## src/rtl/shtok_pkg.sv

```systemverilog
// Shared constants, codes and types of the shell command tokenizer.
`timescale 1ns / 1ps
package shtok_pkg;

   localparam int TOKEN_SLOTS = 64;
   localparam int STORE_BYTES = 4096;
   localparam int MAX_RES     = 3;

   localparam int TOK_W   = $clog2(TOKEN_SLOTS);
   localparam int BYTES_W = $clog2(STORE_BYTES) + 1;
   localparam int CAP_W   = 13;
   localparam int OFF_W   = 12;
   localparam int CNT_W   = 2;

   localparam logic [7:0] CH_GT   = 8'h3E;
   localparam logic [7:0] CH_LT   = 8'h3C;
   localparam logic [7:0] CH_PIPE = 8'h7C;
   localparam logic [7:0] CH_DQ   = 8'h22;
   localparam logic [7:0] CH_SQ   = 8'h27;
   localparam logic [7:0] CH_BS   = 8'h5C;
   localparam logic [7:0] CH_SP   = 8'h20;
   localparam logic [7:0] CH_TAB  = 8'h09;
   localparam logic [7:0] CH_CR   = 8'h0D;

   typedef enum logic [1:0] {
      MODE_PLAIN  = 2'd0,
      MODE_SINGLE = 2'd1,
      MODE_DOUBLE = 2'd2
   } mode_type;

   typedef enum logic [2:0] {
      K_WORD_START = 3'd0,
      K_WORD_BYTE  = 3'd1,
      K_WORD_TERM  = 3'd2,
      K_OPERATOR   = 3'd3,
      K_DONE       = 3'd4,
      K_ERROR      = 3'd5
   } kind_type;

   typedef enum logic [1:0] {
      OP_PIPE   = 2'd0,
      OP_INPUT  = 2'd1,
      OP_OUTPUT = 2'd2,
      OP_APPEND = 2'd3
   } op_type;

   typedef enum logic [1:0] {
      ERR_STORAGE   = 2'd0,
      ERR_TOKENS    = 2'd1,
      ERR_QUOTE     = 2'd2,
      ERR_BACKSLASH = 2'd3
   } err_type;

   typedef struct packed {
      logic             last;
      logic [1:0]       err;
      logic [TOK_W-1:0] total;
      logic [1:0]       op;
      logic [TOK_W-1:0] tok;
      logic [OFF_W-1:0] offset;
      logic [7:0]       value;
      logic [2:0]       kind;
   } res_type;

   // Working copy of the line state while one item is evaluated.
   typedef struct packed {
      res_type [MAX_RES-1:0] res;
      logic [CNT_W-1:0]      n;
      logic                  failed;
      mode_type              mode;
      logic                  in_word;
      logic                  pend_gt;
      logic                  pend_bs;
      logic [BYTES_W-1:0]    bytes_used;
      logic [TOK_W-1:0]      tokens_used;
   } ctx_type;

endpackage

```

## src/rtl/shell_command_tokenizer.sv

```systemverilog
// Shell command line tokenizer: splits a byte stream into words and redirection operators.
`timescale 1ns / 1ps
// The block takes a command line one byte per item on the req channel and an end
// marker item (req_tlast high, data ignored) after the last byte. It reports each word
// as a word start event, its bytes and a zero terminator, each with its offset in word
// storage, and reports the operators |, <, > and >> with their token slot. Single
// quotes make their content literal; inside double quotes a backslash escapes only a
// double quote or a backslash; an unquoted backslash escapes any next byte. A '>' is
// held until the next item shows whether it is an append. The end marker gives a done
// event with the token count, or an error. Any error (storage full, token limit,
// unclosed quote, trailing backslash) ends the line: later bytes are dropped silently
// up to and including the end marker. The csr channel sets the storage capacity in
// bytes; write it only while the block is idle. Each item is decoded in the cycle it
// is accepted and gives zero to three result items, which are loaded into a three-entry
// output buffer and leave one per cycle while the receiver is ready. An item can be
// accepted every cycle as long as at most one result waits (and it is taken in that
// cycle); an item that produces several results therefore holds the input until all
// but the last have been drained from the buffer by the single result port.
module shell_command_tokenizer
   import shtok_pkg::*;
(
   input  logic             clock,
   input  logic             reset,
   input  logic             req_tvalid,
   output logic             req_tready,
   input  logic [7:0]       req_tdata,   // [7:0] char_byte
   input  logic             req_tlast,   // is_end
   output logic             rsp_tvalid,
   input  logic             rsp_tready,
   // [7:0] byte_value, [19:8] storage_offset, [25:20] token_index,
   // [27:26] operator_code, [33:28] token_total, [35:34] error_code, [39:36] zero
   output logic [39:0]      rsp_tdata,
   output logic [2:0]       rsp_tuser,   // [2:0] event_kind
   output logic             rsp_tlast,   // last_of_run
   input  logic             csr_valid,
   output logic             csr_ready,
   input  logic [CAP_W-1:0] csr_data     // storage_capacity
);

   // Line state.
   mode_type             mode_ff;
   logic                 in_word_ff;
   logic                 pend_gt_ff;
   logic                 pend_bs_ff;
   logic [BYTES_W-1:0]   bytes_used_ff;
   logic [TOK_W-1:0]     tokens_used_ff;
   logic                 discarding_ff;
   logic                 discarding_in;
   logic [CAP_W-1:0]     capacity_ff;

   // Output buffer, entry 0 is presented on the rsp channel.
   res_type [MAX_RES-1:0] buf_ff;
   logic [CNT_W-1:0]      count_ff;

   ctx_type              ctx;
   logic                 skip;
   logic [BYTES_W-1:0]   cap_v;
   logic [7:0]           c;
   logic                 accept;
   logic                 pop;

   function automatic res_type mk(kind_type k, logic [7:0] v, logic [BYTES_W-1:0] off,
                                  logic [TOK_W-1:0] tok, op_type op,
                                  logic [TOK_W-1:0] tot, err_type err);
      res_type r;
      r.kind   = k;
      r.value  = v;
      r.offset = off[OFF_W-1:0];
      r.tok    = tok;
      r.op     = op;
      r.total  = tot;
      r.err    = err;
      r.last   = 1'b0;
      return r;
   endfunction

   function automatic ctx_type f_put(ctx_type x, res_type r);
      ctx_type y;
      y = x;
      if (y.n != CNT_W'(MAX_RES)) begin
         y.res[y.n] = r;
         y.n        = y.n + 1'b1;
      end
      return y;
   endfunction

   function automatic ctx_type f_fail(ctx_type x, err_type err);
      ctx_type y;
      y = f_put(x, mk(K_ERROR, 8'd0, '0, '0, OP_PIPE, '0, err));
      y.failed = 1'b1;
      return y;
   endfunction

   function automatic ctx_type f_store(ctx_type x, logic [7:0] b, logic [BYTES_W-1:0] cp);
      ctx_type y;
      y = x;
      if (!y.failed) begin
         if (y.bytes_used >= cp) begin
            y = f_fail(y, ERR_STORAGE);
         end else begin
            y = f_put(y, mk(K_WORD_BYTE, b, y.bytes_used, '0, OP_PIPE, '0, ERR_STORAGE));
            y.bytes_used = y.bytes_used + 1'b1;
         end
      end
      return y;
   endfunction

   function automatic ctx_type f_room(ctx_type x);
      ctx_type y;
      y = x;
      if (!y.failed && y.tokens_used >= TOK_W'(TOKEN_SLOTS - 1)) begin
         y = f_fail(y, ERR_TOKENS);
      end
      return y;
   endfunction

   function automatic ctx_type f_open(ctx_type x, logic [BYTES_W-1:0] cp);
      ctx_type y;
      y = x;
      if (!y.failed && !y.in_word) begin
         if (y.bytes_used >= cp) begin
            y = f_fail(y, ERR_STORAGE);
         end else begin
            y = f_room(y);
            if (!y.failed) begin
               y = f_put(y, mk(K_WORD_START, 8'd0, y.bytes_used, y.tokens_used,
                               OP_PIPE, '0, ERR_STORAGE));
               y.tokens_used = y.tokens_used + 1'b1;
               y.in_word     = 1'b1;
            end
         end
      end
      return y;
   endfunction

   function automatic ctx_type f_close(ctx_type x, logic [BYTES_W-1:0] cp);
      ctx_type y;
      y = x;
      if (!y.failed && y.in_word) begin
         if (y.bytes_used >= cp) begin
            y = f_fail(y, ERR_STORAGE);
         end else begin
            y = f_put(y, mk(K_WORD_TERM, 8'd0, y.bytes_used, '0, OP_PIPE, '0, ERR_STORAGE));
            y.bytes_used = y.bytes_used + 1'b1;
            y.in_word    = 1'b0;
         end
      end
      return y;
   endfunction

   function automatic ctx_type f_op(ctx_type x, op_type code);
      ctx_type y;
      y = f_put(x, mk(K_OPERATOR, 8'd0, '0, x.tokens_used, code, '0, ERR_STORAGE));
      y.tokens_used = y.tokens_used + 1'b1;
      return y;
   endfunction

   function automatic logic is_blank(logic [7:0] b);
      return (b == CH_SP) || (b >= CH_TAB && b <= CH_CR);
   endfunction

   assign c      = req_tdata;
   assign accept = req_tvalid && req_tready;
   assign pop    = rsp_tvalid && rsp_tready;
   assign cap_v  = (capacity_ff > CAP_W'(STORE_BYTES)) ? BYTES_W'(STORE_BYTES)
                                                       : BYTES_W'(capacity_ff);

   // Whole decision for one item: the sequence of checks follows the tokenizer rules,
   // each step only a compare and an increment on narrow counters.
   always_comb begin
      ctx             = '0;
      ctx.mode        = mode_ff;
      ctx.in_word     = in_word_ff;
      ctx.pend_gt     = pend_gt_ff;
      ctx.pend_bs     = pend_bs_ff;
      ctx.bytes_used  = bytes_used_ff;
      ctx.tokens_used = tokens_used_ff;
      discarding_in   = discarding_ff;
      skip            = 1'b0;

      if (req_tlast) begin
         if (!discarding_ff) begin
            if (ctx.pend_bs) begin
               ctx = f_fail(ctx, ERR_BACKSLASH);
            end else begin
               if (ctx.pend_gt) begin
                  ctx = f_op(ctx, OP_OUTPUT);
               end
               if (ctx.mode != MODE_PLAIN) begin
                  ctx = f_fail(ctx, ERR_QUOTE);
               end else begin
                  ctx = f_close(ctx, cap_v);
                  if (!ctx.failed) begin
                     ctx = f_put(ctx, mk(K_DONE, 8'd0, '0, '0, OP_PIPE, ctx.tokens_used,
                                         ERR_STORAGE));
                  end
               end
            end
         end
         discarding_in = 1'b0;
      end else if (!discarding_ff) begin
         // A held '>' goes out first, or merges with this one into an append.
         if (ctx.pend_gt) begin
            ctx.pend_gt = 1'b0;
            if (c == CH_GT) begin
               ctx  = f_op(ctx, OP_APPEND);
               skip = 1'b1;
            end else begin
               ctx = f_op(ctx, OP_OUTPUT);
            end
         end
         if (!skip) begin
            case (ctx.mode)
               MODE_SINGLE: begin
                  if (c == CH_SQ) begin
                     ctx.mode = MODE_PLAIN;
                  end else begin
                     ctx = f_store(ctx, c, cap_v);
                  end
               end
               MODE_DOUBLE: begin
                  if (ctx.pend_bs) begin
                     ctx.pend_bs = 1'b0;
                     if (c == CH_DQ || c == CH_BS) begin
                        ctx  = f_store(ctx, c, cap_v);
                        skip = 1'b1;
                     end else begin
                        // The backslash itself is kept as a byte of the word.
                        ctx = f_store(ctx, CH_BS, cap_v);
                     end
                  end
                  if (!skip && !ctx.failed) begin
                     if (c == CH_DQ) begin
                        ctx.mode = MODE_PLAIN;
                     end else if (c == CH_BS) begin
                        ctx.pend_bs = 1'b1;
                     end else begin
                        ctx = f_store(ctx, c, cap_v);
                     end
                  end
               end
               default: begin
                  if (ctx.pend_bs) begin
                     ctx.pend_bs = 1'b0;
                     ctx = f_open(ctx, cap_v);
                     ctx = f_store(ctx, c, cap_v);
                  end else if (c == CH_BS) begin
                     ctx.pend_bs = 1'b1;
                  end else if (is_blank(c)) begin
                     ctx = f_close(ctx, cap_v);
                  end else if (c == CH_SQ || c == CH_DQ) begin
                     ctx = f_open(ctx, cap_v);
                     if (!ctx.failed) begin
                        ctx.mode = (c == CH_SQ) ? MODE_SINGLE : MODE_DOUBLE;
                     end
                  end else if (c == CH_PIPE || c == CH_LT || c == CH_GT) begin
                     ctx = f_close(ctx, cap_v);
                     ctx = f_room(ctx);
                     if (!ctx.failed) begin
                        if (c == CH_GT) begin
                           ctx.pend_gt = 1'b1;
                        end else begin
                           ctx = f_op(ctx, (c == CH_PIPE) ? OP_PIPE : OP_INPUT);
                        end
                     end
                  end else begin
                     ctx = f_open(ctx, cap_v);
                     ctx = f_store(ctx, c, cap_v);
                  end
               end
            endcase
         end
         if (ctx.failed) begin
            discarding_in = 1'b1;
         end
      end

      // An error, an end marker or a done event leaves a fresh line behind.
      if (req_tlast || ctx.failed) begin
         ctx.mode        = MODE_PLAIN;
         ctx.in_word     = 1'b0;
         ctx.pend_gt     = 1'b0;
         ctx.pend_bs     = 1'b0;
         ctx.bytes_used  = '0;
         ctx.tokens_used = '0;
      end

      if (ctx.n != '0) begin
         ctx.res[ctx.n - 1'b1].last = 1'b1;
      end
   end

   // The input is free when the buffer is empty or its single entry leaves now.
   assign req_tready = (count_ff == '0) || (count_ff == CNT_W'(1) && rsp_tready);
   assign csr_ready  = 1'b1;

   assign rsp_tvalid = (count_ff != '0);
   assign rsp_tuser  = buf_ff[0].kind;
   assign rsp_tlast  = buf_ff[0].last;
   assign rsp_tdata  = {4'd0, buf_ff[0].err, buf_ff[0].total, buf_ff[0].op,
                        buf_ff[0].tok, buf_ff[0].offset, buf_ff[0].value};

   always_ff @(posedge clock) begin
      if (reset) begin
         mode_ff        <= MODE_PLAIN;
         in_word_ff     <= 1'b0;
         pend_gt_ff     <= 1'b0;
         pend_bs_ff     <= 1'b0;
         bytes_used_ff  <= '0;
         tokens_used_ff <= '0;
         discarding_ff  <= 1'b0;
         capacity_ff    <= CAP_W'(STORE_BYTES);
         count_ff       <= '0;
      end else begin
         if (csr_valid && csr_ready) begin
            capacity_ff <= csr_data;
         end
         if (accept) begin
            mode_ff        <= ctx.mode;
            in_word_ff     <= ctx.in_word;
            pend_gt_ff     <= ctx.pend_gt;
            pend_bs_ff     <= ctx.pend_bs;
            bytes_used_ff  <= ctx.bytes_used;
            tokens_used_ff <= ctx.tokens_used;
            discarding_ff  <= discarding_in;
            count_ff       <= ctx.n;
         end else if (pop) begin
            count_ff <= count_ff - 1'b1;
         end
      end
   end

   always_ff @(posedge clock) begin
      if (accept) begin
         buf_ff <= ctx.res;
      end else if (pop) begin
         buf_ff[0] <= buf_ff[1];
         buf_ff[1] <= buf_ff[2];
      end
   end

endmodule

```

## config.mk

```make
export PLATFORM = sky130hd
export DESIGN_NAME = shell_command_tokenizer
export DESIGN_NICKNAME = d
export VERILOG_FILES = /design/src/rtl/shtok_pkg.sv /design/src/rtl/shell_command_tokenizer.sv
export SDC_FILE = /design/constraint.sdc
export NUM_CORES = 1
export LEC_CHECK = 0
export BUFFER_PORTS_ARGS = -buffer_cell sky130_fd_sc_hd__buf_4
export CORE_MARGIN = 5
export CORE_UTILIZATION = 50
export DETAILED_ROUTE_END_ITERATION = 8
export PLACE_DENSITY = 0.67
export SYNTH_ARGS = -nofsm -noshare
export SYNTH_HDL_FRONTEND = slang
export SYNTH_SLANG_ARGS = --single-unit
```

## constraint.sdc

```tcl
create_clock -name clock -period 7.3 [get_ports clock]
set_input_delay 1.46 -clock clock [delete_from_list [all_inputs] [get_ports clock]]
set_output_delay 1.46 -clock clock [all_outputs]
set_load 0.02 [all_outputs]
```

==> flow_summary_export.csv, run 1 <==
group,metric,value,unit
timing,fin_crit_sh,89.3,%
clock_tree,numCtsBuffers,17,
detailed_routing,first_iter_violations,2235,
timing,slew_headroom,19.2,%
place,gp_congestion,1.05,
detailed_routing,viasPerCell,7.12,
timing,finalHoldViolCount,0,
detailed_routing,dr_total_vias,14500,
yosys,ys_seq_area_share,31.8,%
place,place_hpwl,41900,µm
yosys,synthArstFlopShare,0,%
detailed_routing,ant_nets,0,
power_and_ir_drop,internal_power,0.00213,W
finish,final.fill_count,2595,
power_and_ir_drop,p_leak,5.49,nW
global_route,grt_max_degree,50,
yosys,synth_compound_area_share,28.1,%
detailed_routing,drc,1,
yosys,synth_top_family_by_area,"compound AO/OA/AOI/OAI gates",
timing,grt_setup_unrepaired,"no",
die,fp-row-count,60,
worst_hold_path,min-delay-path-class,"flop to flop",
timing,final.min_clock_period,6.52,ns
global_route,grt_first_pass_wirelength,88000,µm
die,die_w,175,µm
clock_tree,clock_latency,0.46,ns
global_route,track_usage,37.3,%
finish,layout.nets,1759,
yosys,synth.distinct_cells,92,
power_and_ir_drop,total_power,0.00329,W
clock_tree,cts-root-buf,"clkbuf_16",
finish,area_growth,9.14,%
place,dp_worst_setup_slack,0.904,ns
clock_tree,htreeDepth,4,
flow_run,drv_cap,0,
detailed_routing,firstDrtPassIters,9,
critical_path,critPathArrivalTime,6.72,ns
timing,finalSetupTns,0,ns
yosys,netlist_instances,1706,
die,start_util,50.6,%
clock_tree,cts_tree,"yes",
power_and_ir_drop,combinationalPowerShare,30.3,%
clock_tree,clockBufferDepth,2,
status,violations,"DRC",
timing,fin_skew,0.0158,ns
finish,drive_above_1_share,12.3,%
yosys,synth_fa_ha_area_share,4.71,%
timing,fmax,0.153,GHz
power_and_ir_drop,netSwitchingPower,0.00116,W
clock_tree,cts_hold_buf,0,
critical_path,critPathMaxFanout,13,
status,outcome,"finished with violations",
global_route,antenna_found_initial,0,
global_route,grt_pass1_vias,14000,
yosys,ys_ff_latch,157,
critical_path,crit_required,7.50,ns
timing,finalSetupViolations,0,
power_and_ir_drop,vdd_drop_max,0.153,mV
power_and_ir_drop,switching_share,35.1,%
power_and_ir_drop,powerDensity,222,nW/µm²
yosys,synth_warnings,0,
global_route,gr-total-overflow,0,
critical_path,end_kind,"flop",
yosys,synth_xor_xnor_area_share,3.30,%
yosys,synth_edf_count,117,
critical_path,path_class,"flop to flop",
die,design.die.area,30500,µm²
timing,setup_ws,0.782,ns
clock_tree,post-cts-setup-buffers,0,
clock_tree,clk_pin_slew,0.07,ns
yosys,syn_area_per_cell,7.94,µm²
timing,worst-slew-pin-transition,1.20,ns
clock_tree,cts_sinks,157,
timing,slew_violations,0,
critical_path,worstSetupStartpointType,"flop",
yosys,synth_top_flop_cell,"edfxtp_1",
clock_tree,post_cts_resized,0,
yosys,synthSimpleGateAreaFrac,21.9,%
die,coreArea,26800,µm²
die,ios,74,
power_and_ir_drop,seq_power_share,39.5,%
yosys,synthesis.area,13600,µm²
place,port_buffers,68,
die,die_y,175,µm
detailed_routing,drt-total-wl,58000,µm
yosys,synthMuxAreaShare,2.43,%
detailed_routing,post_drt_wl_per_cell,28.5,µm
power_and_ir_drop,power_frac_clock,30.2,%
-- worst paths after layout --
path | start | endpoint | slack (ns) | depth (start not counted)
worst max-delay path | capacity_ff[12] | rsp_tdata[13] | 0.78 | 20
worst min-delay path | mode_ff[0] | mode_ff[0] | 0.49 | 2
worst max register to register | capacity_ff[12] | rsp_tdata[13] | 0.78 | 20
worst min register to register | mode_ff[0] | mode_ff[0] | 0.49 | 2
-- synth_stat cells, drive strengths merged, types with 10 or more instances --
library cell | count | area, µm²
nor3 | 58 | 295
ha | 51 | 638
a211oi | 18 | 135
a31oi | 36 | 225
a221o | 14 | 140
xor2 | 15 | 131
o31ai | 20 | 155
o22ai | 22 | 138
clkbuf | 111 | 418
nand4 | 25 | 156
and2 | 13 | 81.3
mux2i | 25 | 250
a21oi | 101 | 505
a22oi | 24 | 180
nor2b | 10 | 62.6
nor2 | 167 | 629
dfxtp | 40 | 801
edfxtp | 117 | 3510
nor4 | 21 | 168
and3 | 17 | 106
o211ai | 21 | 163
nand2 | 206 | 781
buf | 70 | 465
nand3 | 49 | 245
xnor2 | 36 | 315
a21o | 15 | 113
inv | 42 | 158
o21a | 10 | 75.1
a22o | 12 | 105
o21ai | 149 | 746
a221oi | 27 | 236
or3 | 10 | 62.6
-- power groups by stage --
stage	sequential (W)	clock (W)	combinational, W
floorplan	0.00131	0	0.000710
global placement	0.00131	0	0.000976
detailed placement	0.00132	0	0.000982
CTS	0.00130	0.000996	0.000984
global route	0.00132	0.00103	0.00106
finish	0.00130	0.000994	0.000998
-- area by class of cell --
class | instances | area (µm²) | area share, %
antenna | 2 | 5.00 | 0.0338
clock buffer | 18 | 429 | 2.90
clock inverter | 14 | 193 | 1.30
inverter | 45 | 170 | 1.15
multi-input combinational | 1326 | 8250 | 55.8
sequential | 157 | 4320 | 29.2
tap | 341 | 427 | 2.88
timing repair buffer | 134 | 1010 | 6.80
-- layer usage --
layer / global-route usage [%] / vias to the layer above / share of wire [%]
met2: 58.3 / 1067 / 43
met5: 0 / - / 0
met3: 8.29 / 309 / 11
li1: - / 6331 / -
met1: 46.4 / 6805 / 37
met4: 24.5 / 0 / 8.6
-- flip-flops by register name, indices dropped and copies added (netlist names) --
name / cells
bytes_used_ff: 13
capacity_ff: 13
buf_ff: 77
rsp_tlast: 1
rsp_tdata: 36
rsp_tuser: 3
discarding_ff: 1
pend_gt_ff: 1
in_word_ff: 1
count_ff: 2
mode_ff: 2
tokens_used_ff: 6
pend_bs_ff: 1
-- layout by cell type, fill, tap and decap left out, types with 25 or more instances in the layout --
master / instances
a221oi_1: 27
a31oi_1: 36
nand4_1: 25
xnor2_1: 36
nand2_1: 204
nor3_1: 56
o21ai_0: 134
nand3_1: 49
dfxtp_1: 39
mux2i_1: 25
nor2_1: 166
a21oi_1: 100
ha_1: 50
buf_4: 134
inv_1: 38
edfxtp_1: 117
-- through the flow --
step                      area [µm²]  util (%)  hold WS (ns)  std cells
after global placement         14200      52.9         0.469       2003
after detailed placement       14200      52.9         0.478       2003
after CTS                      14800      55.2         0.490       2035
after floorplan                13600         -         0.451       1709
after global routing           14800      55.2         0.512       2035
final                          14800      55.2         0.492       2037
-- worst max-delay path, cell delays in order (launching register included) --
cell,delay [ns]
dfxtp_1,0.32
inv_1,0.29
nand2_1,0.16
ha_1,0.33
and4_1,0.26
a41oi_2,0.34
nand2_1,0.46
or4_1,0.75
nor2_1,0.17
xor2_1,0.74
ha_1,0.28
nand4_1,0.12
or3_1,0.40
o21ai_1,0.16
buf_4,0.19
nor3_2,0.06
buf_4,0.19
a221o_1,0.39
o211ai_2,0.14
a21bo_1,0.21
a221o_1,0.29
-- kinds of logic after synthesis --
logic type	after synthesis
compound gates	563
xor+xnor	51
fa+ha+maj	51
buf+inv	226
flops	157
mux	32
other cells	2
simple gates	624
(Power assumes the default switching activity.)
==> inputs of run 2 (changes only) <==
--- a/config.mk
+++ b/config.mk
@@ -6,10 +6,12 @@
 export NUM_CORES = 1
 export LEC_CHECK = 0
 export BUFFER_PORTS_ARGS = -buffer_cell sky130_fd_sc_hd__buf_4
+export CELL_PAD_IN_SITES_DETAIL_PLACEMENT = 1
+export CELL_PAD_IN_SITES_GLOBAL_PLACEMENT = 1
 export CORE_MARGIN = 5
-export CORE_UTILIZATION = 50
+export CORE_UTILIZATION = 47
 export DETAILED_ROUTE_END_ITERATION = 8
-export PLACE_DENSITY = 0.67
+export PLACE_DENSITY_LB_ADDON = 0.1
 export SYNTH_ARGS = -nofsm -noshare
 export SYNTH_HDL_FRONTEND = slang
 export SYNTH_SLANG_ARGS = --single-unit
==> constraint.sdc (replaced) <==
create_clock -name clock -period 7.3 [get_ports clock]
set_input_delay 1.46 -clock clock [delete_from_list [all_inputs] [get_ports clock]]
set_output_delay 1.46 -clock clock [all_outputs]
set_load 0.005 [all_outputs]
==> run 2 against run 1 <==
Compared with the run above:
- critical endpoint is now rsp_tdata[17]
- critical path depth unchanged
- clock power is 9.0% lower
- combinational power is 7.6% lower
- the flow now finishes without violations
- critical path type unchanged
- flip-flop and latch count unchanged
- hold slack improved by 0.0094 ns
- die area is 6.0% higher
==> flow_summary_export.csv, run 2 (same netlist as run 1, synthesis figures left out) <==
group,metric,value,unit
timing,grt_setup_unrepaired,"no",
clock_tree,cts_sinks,157,
critical_path,ff2ff_setup_slack,0.57,ns
timing,fin_crit_sh,92.2,%
critical_path,endpoint,"rsp_tdata[17]",
timing,worst-slew-pin-transition,1.09,ns
place,gp_congestion,0.999,
detailed_routing,ant_nets,0,
die,fp-row-count,62,
critical_path,path_class,"flop to flop",
die,coreArea,28600,µm²
timing,slew_headroom,26.5,%
critical_path,worstSetupStartpoint,"capacity_ff[12]",
global_route,track_usage,37.4,%
clock_tree,cts-root-buf,"clkbuf_16",
finish,area_growth,9.27,%
critical_path,cp_cell_sequence,"inv_1 -> nand2_1 -> ha_1 -> and4_1 -> and2_1 -> o21a_1 -> or4_1 -> xor2_1 -> inv_1 -> ha_1 -> nand2_1 -> o21ai_0 -> a21oi_1 -> o21ai_1 -> buf_4 -> nor3_2 -> a21boi_1 -> a211oi_1 -> or4_1 -> a21oi_1",
die,design.die.area,32300,µm²
detailed_routing,firstDrtPassIters,8,
finish,final_cell_mix,"204 x nand2_1, 166 x nor2_1, 139 x buf_4, 134 x o21ai_0, 117 x edfxtp_1",
finish,drive_above_1_share,12.5,%
power_and_ir_drop,vdd_drop_max,0.133,mV
worst_hold_path,min-delay-path-class,"flop to flop",
clock_tree,htreeDepth,4,
critical_path,max_stage_delay,0.81,ns
critical_path,worstSetupStartpointType,"flop",
clock_tree,cts_tree,"yes",
timing,finalSetupTns,0,ns
global_route,gr-total-overflow,0,
flow_run,drv_cap,0,
critical_path,crit_required,7.60,ns
critical_path,crit_buf_inv,3,
critical_path,critPathArrivalTime,7.03,ns
place,placed_cells,2051,
place,place_hpwl,44700,µm
timing,finalSetupViolations,0,
timing,finalHoldViolCount,0,
critical_path,r2r_cells,20,
detailed_routing,first_iter_violations,1699,
timing,slew_violations,0,
clock_tree,post_cts_resized,0,
clock_tree,numCtsBuffers,17,
die,die_w,180,µm
global_route,grt_pass1_vias,14800,
die,ios,74,
detailed_routing,drt-total-wl,62700,µm
global_route,grt_max_degree,53,
global_route,grt_first_pass_wirelength,93800,µm
status,outcome,"finished clean",
detailed_routing,drc,0,
clock_tree,clock_latency,0.46,ns
finish,layout.nets,1764,
timing,fmax,0.149,GHz
critical_path,worst-path-stages,20,
critical_path,rr_endpoint,"rsp_tdata[17]",
finish,finish.instance_area,14800,µm²
critical_path,critPathMaxFanout,21,
power_and_ir_drop,powerDensity,212,nW/µm²
critical_path,r2r-start,"capacity_ff[12]",
timing,fin_skew,0.0169,ns
place,port_buffers,68,
critical_path,cp_slowest_cell,"o21a_1",
die,start_util,47.3,%
clock_tree,clk_pin_slew,0.08,ns
timing,final.min_clock_period,6.73,ns
clock_tree,clockBufferDepth,2,
global_route,antenna_found_initial,0,
power_and_ir_drop,p_leak,5.49,nW
finish,stdcell_count,2084,
critical_path,end_kind,"flop",
detailed_routing,post_drt_wl_per_cell,30.1,µm
finish,final_common_cell,"nand2_1",
die,die_y,180,µm
finish,largest_reg_flops,77,
finish,top_register,"buf_ff",
clock_tree,cts_hold_buf,0,
place,placed_area,14200,µm²
clock_tree,post-cts-setup-buffers,0,
detailed_routing,viasPerCell,7.10,
critical_path,cp_top_family,"simple AND/OR/NAND/NOR gates",
detailed_routing,dr_total_vias,14800,
[run 2: how the worst min path moves through the flow]
| stage | to | from | cells after the start | slack (ns) |
|---|---|---|---|---|
| global placement | mode_ff[0] | mode_ff[0] | 2 | 0.47 |
| global route | mode_ff[1] | mode_ff[1] | 2 | 0.53 |
| CTS | mode_ff[1] | mode_ff[1] | 2 | 0.51 |
| floorplan | mode_ff[1] | mode_ff[1] | 2 | 0.45 |
| finish | capacity_ff[0] | capacity_ff[0] | 2 | 0.50 |
| detailed placement | capacity_ff[0] | capacity_ff[0] | 2 | 0.49 |
[run 2: final cells by class]
type | instances | area, µm²
repair buffers | 139 | 1040
clock inverters | 14 | 134
clock buffers | 18 | 429
multi-input cells | 1326 | 8230
fillers | 3445 | 13800
well taps | 384 | 480
inverters | 45 | 170
diodes | 1 | 2.50
flip-flops and latches | 157 | 4320
[run 2: routing by layer]
| metal | GRT usage (%) | up-vias | routed length (µm) |
|---|---|---|---|
| met3 | 6.33 | 277 | 5350 |
| li1 | - | 6343 | - |
| met1 | 46.5 | 7283 | 23900 |
| met4 | 25.2 | 0 | 4980 |
| met5 | 0 | - | 0 |
| met2 | 59.8 | 901 | 28400 |
[run 2: worst reg2reg max path, stage by stage, from the launching register on]
cell and delay (ns):
dfxtp_1 0.33, inv_1 0.31, nand2_1 0.15, ha_1 0.35, and4_1 0.32, and2_1 0.24, o21a_1 0.81, or4_1 0.25
xor2_1 0.57, inv_1 0.21, ha_1 0.34, nand2_1 0.07, o21ai_0 0.08, a21oi_1 0.27, o21ai_1 0.13, buf_4 0.19
nor3_2 0.71, a21boi_1 0.47, a211oi_1 0.13, or4_1 0.48, a21oi_1 0.16
[run 2: metrics by stage]
step | setup slack [ns] | util (%) | power [W] | hold WS, ns
2_1_floorplan | 1.83 | - | 0.00191 | 0.451
3_3_place_gp | 1.04 | 49.8 | 0.00220 | 0.470
3_5_place_dp | 0.797 | 49.8 | 0.00223 | 0.490
4_1_cts | 0.705 | 51.7 | 0.00313 | 0.507
5_1_grt | 0.210 | 51.7 | 0.00326 | 0.528
6_report | 0.567 | 51.7 | 0.00313 | 0.501
[run 2: report_power, final]
| group | internal, W | total [W] | leakage, nW | switching, W |
|---|---|---|---|---|
| Sequential | 0.00124 | 0.00131 | 1.50 | 0.0000671 |
| Combinational | 0.000320 | 0.000922 | 3.72 | 0.000602 |
| Clock | 0.000476 | 0.000905 | 0.267 | 0.000430 |
| Total | 0.00203 | 0.00313 | 5.49 | 0.00110 |
